==> config.mk <==
export PLATFORM = sky130hd
export DESIGN_NAME = rpa_front
export DESIGN_NICKNAME = d
export VERILOG_FILES = /design/src/rtl/rpa_pkg.sv /design/src/rtl/rpa_front.sv
export SDC_FILE = /design/constraint.sdc
export NUM_CORES = 1
export LEC_CHECK = 0
export ABC_AREA = 1
export BUFFER_PORTS_ARGS = -buffer_cell sky130_fd_sc_hd__buf_4
export CAP_MARGIN = 20
export CORE_UTILIZATION = 50
export CTS_CLUSTER_DIAMETER = 150
export CTS_CLUSTER_SIZE = 8
export DETAILED_ROUTE_END_ITERATION = 8
export GPL_ROUTABILITY_DRIVEN = 0
export PLACE_DENSITY = 0.77
export SLEW_MARGIN = 10
export SYNTH_ARGS = -nofsm -noshare
export SYNTH_HDL_FRONTEND = slang
export SYNTH_SLANG_ARGS = --single-unit
==> constraint.sdc <==
create_clock -name clk -period 3.9 [get_ports clk]
set_clock_uncertainty 0.05 [all_clocks]
set_input_delay 0.78 -clock clk [delete_from_list [all_inputs] [get_ports clk]]
set_output_delay 0.78 -clock clk [all_outputs]
set_load 0.02 [all_outputs]
==> src/rtl/rpa_pkg.sv <==
// ============================================================================
// rpa_pkg
// Shared types, codes and constants of the relay PID autotuner.
// ============================================================================
`default_nettype none

package rpa_pkg;

    localparam int SAMPLE_BITS  = 16;
    localparam int WINDOW_DEPTH = 256;
    localparam int HIST_AW      = $clog2(WINDOW_DEPTH);
    localparam int MAX_PEAKS    = 64;
    localparam int PEAK_AW      = $clog2(MAX_PEAKS);

    localparam logic [1:0] KIND_START  = 2'd0;
    localparam logic [1:0] KIND_SAMPLE = 2'd1;
    localparam logic [1:0] KIND_ABORT  = 2'd2;

    localparam logic [1:0] ST_IDLE   = 2'd0;
    localparam logic [1:0] ST_TUNING = 2'd1;
    localparam logic [1:0] ST_STABLE = 2'd2;
    localparam logic [1:0] ST_UNRES  = 2'd3;

    localparam logic [2:0] REG_TARGET = 3'd0;
    localparam logic [2:0] REG_BAND   = 3'd1;
    localparam logic [2:0] REG_STEP   = 3'd2;
    localparam logic [2:0] REG_CYCLES = 3'd3;
    localparam logic [2:0] REG_WINDOW = 3'd4;

    localparam logic [6:0]  MIN_CYCLES = 7'd8;
    localparam logic [6:0]  MAX_CYC    = 7'd64;
    localparam logic [8:0]  MAX_WIN    = 9'd256;
    localparam logic [31:0] TICK_MS    = 32'd50;
    localparam logic [31:0] SAT32      = 32'hFFFF_FFFF;

    localparam logic [22:0] K_GP = 23'd7680000;
    localparam logic [33:0] K_GI = 34'd15360000000;
    localparam logic [9:0]  K_GD = 10'd960;
    localparam logic [18:0] K_PI = 19'd314159;
    localparam logic [67:0] GI_LIMIT = 68'h0_4000_0000_0000_0000;

    localparam int DIV_NUM_W = 50;
    localparam int DIV_DEN_W = 63;

    typedef enum logic [1:0] {
        CMD_START,
        CMD_SAMPLE,
        CMD_ABORT,
        CMD_NOP
    } cmd_t;

    typedef struct packed {
        cmd_t              cmd;
        logic signed [15:0] sample;
    } item_t;

    typedef struct packed {
        logic signed [15:0] target_temp;
        logic [11:0]        noise_band;
        logic [7:0]         drive_step;
        logic [6:0]         max_cycles;
        logic [8:0]         window_len;
    } cfg_t;

    typedef struct packed {
        logic [7:0]  heater_drive;
        logic [1:0]  status;
        logic [6:0]  peak_count;
        logic [31:0] gain_p;
        logic [31:0] gain_i;
        logic [31:0] gain_d;
    } result_t;

    typedef enum logic [4:0] {
        B_IDLE,
        B_SCAN,
        B_PEAK,
        B_PK1,
        B_PK2,
        B_PK3,
        B_PK4,
        B_CHK,
        B_FIN,
        B_MUL1,
        B_MUL2,
        B_MUL3,
        B_MUL4,
        B_DIVP,
        B_WAITP,
        B_DIVI,
        B_WAITI,
        B_DIVD,
        B_WAITD,
        B_DONE,
        B_OUT
    } back_state_t;

endpackage

`default_nettype wire

==> src/rtl/rpa_front.sv <==
// ============================================================================
// rpa_front
// Input side: decode the request kind and hold requests in a two-entry queue.
// ============================================================================
`default_nettype none

module rpa_front (
    input  logic              clk,
    input  logic              rst_n,
    input  logic              s_tvalid,
    output logic              s_tready,
    input  logic [15:0]       s_tdata,
    input  logic [1:0]        s_tuser,
    output logic              q_valid,
    output rpa_pkg::item_t    q_item,
    input  logic              q_pop
);
    import rpa_pkg::*;

    item_t      fifo_mem [0:1];
    logic       wr_ptr_reg;
    logic       wr_ptr_next;
    logic       rd_ptr_reg;
    logic       rd_ptr_next;
    logic [1:0] count_reg;
    logic [1:0] count_next;
    logic       push;
    logic       pop;
    item_t      in_item;

    always_comb
    begin
        case (s_tuser)
            KIND_START:  in_item.cmd = CMD_START;
            KIND_SAMPLE: in_item.cmd = CMD_SAMPLE;
            KIND_ABORT:  in_item.cmd = CMD_ABORT;
            default:     in_item.cmd = CMD_NOP;
        endcase
        in_item.sample = s_tdata;
    end

    assign s_tready = (count_reg != 2'd2);
    assign q_valid  = (count_reg != 2'd0);
    assign q_item   = fifo_mem[rd_ptr_reg];
    assign push     = s_tvalid && s_tready;
    assign pop      = q_pop && q_valid;

    always_comb
    begin
        wr_ptr_next = push ? ~wr_ptr_reg : wr_ptr_reg;
        rd_ptr_next = pop ? ~rd_ptr_reg : rd_ptr_reg;
        count_next  = count_reg + {1'b0, push} - {1'b0, pop};
    end

    always_ff @(posedge clk or negedge rst_n)
    begin
        if (!rst_n)
        begin
            wr_ptr_reg <= 1'b0;
            rd_ptr_reg <= 1'b0;
            count_reg  <= 2'd0;
        end
        else
        begin
            wr_ptr_reg <= wr_ptr_next;
            rd_ptr_reg <= rd_ptr_next;
            count_reg  <= count_next;
        end
    end

    always_ff @(posedge clk)
    begin
        if (push)
        begin
            fifo_mem[wr_ptr_reg] <= in_item;
        end
    end

endmodule

`default_nettype wire

; ---- Yosys cells after proc, flatten, opt, wreduce, memory -nomap -nowiden
; Memories as Yosys holds them, arrays and structs flattened.
; Cells that the tools add are included.
[totals]
register_bits = 4
latch_bits = 0
mem_bits_rw = 36
romBits = 0
inputBits = 22
out_inout_bits = 20
word_cells = 18
mem_count = 1
[op_classes]
addsub = 2
multipliers = 0
div = 0
magnitude_cmp = 0
eq_ne = 3
n_shift = 0
mux = 3
n_bitwise = 2
n_reduce_logical = 4
[mem_list]
columns = name, depth, width, read_ports, rd_clocked_by_memory_dff, wr, line_no
row1 = fifo_mem, 2, 18, 1, 0, 1, rpa_front.sv:20  ; item_t fifo_mem [0:1];
[op_table]
columns = cell, count
row1 = $pmux W2 S3, 1
row2 = $add A2 B1 Y2, 1
row3 = $eq A2 B1 Y1 const B, 1
row4 = $eq A2 B2 Y1 const B, 1
row5 = $logic_and A1 B1 Y1, 2
row6 = $logic_not A2 Y1, 1
row7 = $mux W1, 2
row8 = $ne A2 B2 Y1 const B, 1
row9 = $not A1 Y1, 2
row10 = $reduce_bool A2 Y1, 1
row11 = $sub A2 B1 Y2, 1

; ---- Longest topological paths before layout
[logic_depth]
depth_word = 4
depth_mapped = 10
depth_no_buf = 10

; ---- Worst setup path after synthesis
; No wires, ideal clock.
[synth_timing]
path_kind = input to register
from = input port s_tvalid
to = memory fifo_mem[1][0] (netlist bit) (enable)
setup_time_ns = 0.393
t_arrival_ns = 1.650
required_time_ns = 3.457
setup_slack_ns = 1.807
stages = 2
path_buffers = 0
cell_sequence = nand2_1 nor2_1
[synth_between]
elab_chain_len = 3
[synth_lines]
columns = element, line_no
row1 = start: declaration, rpa_front.sv:10  ; input logic s_tvalid,
row2 = $logic_and A1 B1 Y1, rpa_front.sv:45  ; assign push = s_tvalid && s_tready;
row3 = $mux W1, rpa_front.sv:73  ; if (push)
row4 = $mux W1 (implied by the code), rpa_front.sv:75  ; fifo_mem[wr_ptr_reg] <= in_item;
row5 = end: declaration, rpa_front.sv:20
; Every way passes these cells.

==> impl_metrics.env <==
export IMPL_cp_slowest_cell="dfrtp_1"
export IMPL_core_um2=2850
export IMPL_cts_inserted_buffers=5
export IMPL_synth_top_cell_by_area="edfxtp_1"
export IMPL_worstSetupEndpointType="output pin"
export IMPL_drive_above_1_share_pct=29.2
export IMPL_critical_path_depth=4
export IMPL_drc_errors=0
export IMPL_initial_core_util_pct=54.6
export IMPL_worst_path_most_repeated_cell="nand2_1"
export IMPL_wirelength_um=2600
export IMPL_crit_buf_inv=2
export IMPL_wl_met1_um=1020
export IMPL_peakVddDrop_uv=406
export IMPL_drtPass1Iterations=4
export IMPL_via_per_inst=4.81
export IMPL_clk_path_buf_depth=2
export IMPL_path_delay_family="flip-flops"
export IMPL_ant_nets=0
export IMPL_grt_overflow_total=0
export IMPL_finalHoldViolations=0
export IMPL_crit_arrival_ns=1.76
export IMPL_avgRoutedWirePerCell_um=12.9
export IMPL_syn2layout_area_growth_pct=24.2
export IMPL_largest_reg_flops=36
export IMPL_total_power_mw=1.48
export IMPL_cts_hold_buf=0
export IMPL_syn_nets=151
export IMPL_yosysWarnings=0
export IMPL_netlist_area_um2=1560
export IMPL_p_per_area_nw_per_um2=767
export IMPL_setup_tns_ns=0
export IMPL_path_max_fanout=20
export IMPL_hold_path_class="in -> async"
export IMPL_grt_start_max_net_pins=21
export IMPL_nets=194
export IMPL_htree_levels=2
export IMPL_final_cells=202
export IMPL_reg2regPathDepth=3
export IMPL_portBuffers=41
export IMPL_max_stage_delay_ns=0.77
export IMPL_cts_tree="yes"
export IMPL_crit_type="reg -> out"
export IMPL_grt_pass1_wl_um=4170
export IMPL_rsz0062_at_grt="no"
export IMPL_netlist_area_leader_share_pct=69.3
export IMPL_die_y_um=57.8
export IMPL_status="completed"
export IMPL_die_area_um2=3350
export IMPL_maxCapViolCount=0
export IMPL_dp_cells=194
export IMPL_ctsResizeCount=0
export IMPL_grt_usage_pct=17.6
export IMPL_synthCells=127
export IMPL_grt_pass1_vias=995
export IMPL_period_share_pct=66.4
export IMPL_fin_crit_ns=2.59
export IMPL_synthTopCellsByCount="66 x nand2_1, 36 x edfxtp_1, 8 x inv_1, 4 x dfrtp_1, 3 x nand3_1"
export IMPL_cp_cell_sequence="inv_2 -> nand2_1 -> nand2_1 -> buf_4"
export IMPL_route_met3_wl_um=136
export IMPL_cts_root_buffer="clkbuf_4"
export IMPL_post_cts_buffers=0
export IMPL_crit_required_ns=3.07
export IMPL_regArea_um2=1180
export IMPL_fmax_ghz=0.386
export IMPL_fillers=221
export IMPL_worst_slew_pin_slew_ns=0.944
export IMPL_worst_slack_ns=1.31
export IMPL_p_leak_nw=0.885
export IMPL_io_pins=42
export IMPL_rows=19
export IMPL_fp_dieW_um=57.8
export IMPL_synth_edf_count=36
export IMPL_maxSlewHeadroom_pct=37.0
export IMPL_synth_area_per_cell_um2=12.3
export IMPL_seq_area_frac_synth_pct=75.8
export IMPL_synth_most_common_cell="nand2_1"
export IMPL_dp_slack_ns=1.64
export IMPL_clk_latency_ns=0.33
export IMPL_async_flop_share_pct=10.0
export IMPL_multi_input_area_um2=300
export IMPL_met2_length_um=1430
export IMPL_vias=972
export IMPL_maxSlewViolCount=0
export IMPL_cts_sinks=40
export IMPL_setup_viol=0
export IMPL_hpwl_um=1870
export IMPL_diodes=0
export IMPL_crit_path_start_kind="flop"
export IMPL_drtIter0Drc=34
export IMPL_yosys_register_bits=40
export IMPL_antenna_found_initial=0
export IMPL_synth_area_leaders="edfxtp_1 69%, nand2_1 16%, dfrtp_1 6.4%, inv_1 1.9%, ha_1 1.6%"
export IMPL_synthFlopType="edfxtp_1"
export IMPL_clk_pin_slew_ns=0.10
export IMPL_dr_max_layer_used="met4"
export IMPL_fin_hold_ws_ns=0.172
export IMPL_ys_types=13
## layout by cell type (no fill, tap or decap)
cell type,instances
inv_1,8
edfxtp_1,36
nor2_2,1
inv_2,1
ha_1,2
dfrtp_1,4
nand2_2,1
clkbuf_4,5
clkinv_1,2
nand2_1,66
nand3_1,3
buf_4,41
bufinv_16,1
## per-layer routing
metal,track usage (%),vias to the layer above
li1,-,496
met1,17.2,446
met2,33.0,28
met3,7.14,2
met4,6.12,0
met5,0,-
## area by class of cell
type | count | share of cell area [%]
clock buffers | 5 | 1.94
inverters | 9 | 1.74
multi-input cells | 73 | 15.5
clock inverters | 3 | 1.94
repair buffers | 41 | 15.9
well taps | 31 | 2.00
flip-flops and latches | 40 | 61.0
## stage by stage
step | instance area [µm²] | utilization, %
6_report | 1940 | 67.9
5_1_grt | 1940 | 67.9
3_3_place_gp | 1860 | 65.3
3_5_place_dp | 1860 | 65.3
2_1_floorplan | 1560 | -
4_1_cts | 1940 | 67.9
## report_power, final
group,internal [mW],switching (mW)
logic,0.217,0.365
clock network,0.131,0.125
registers,0.589,0.0580
total,0.937,0.548
## worst reg2reg max path: stages (launching register included)
cell,delay (ns)
dfrtp_1,0.41
nand2_1,0.12
nand2_1,0.11
nor2_2,0.73
## cells by family after synthesis
| kind of cell | after synthesis | synth area share, % |
|---|---|---|
| flip-flops | 40 | 75.8 |
| adder cells (fa/ha/maj) | 2 | 1.60 |
| buffers and inverters | 14 | 5.14 |
| AND/OR/NAND/NOR | 71 | 17.5 |
## final timing paths
check	start	to	slack [ns]
max	rd_ptr_reg$_DFFE_PN0P_	q_item[5]	1.31
min	rst_n	rd_ptr_reg$_DFFE_PN0P_	0.17
max reg2reg	count_reg[1]$_DFF_PN0_	fifo_mem[1][0]$_DFFE_PP_	2.10
min reg2reg	wr_ptr_reg$_DFFE_PN0N_	wr_ptr_reg$_DFFE_PN0N_	0.44
max in group asynchronous	rst_n	count_reg[0]$_DFF_PN0_	3.53
min in group clk	wr_ptr_reg$_DFFE_PN0N_	wr_ptr_reg$_DFFE_PN0N_	0.44
(Power assumes the default switching activity.)
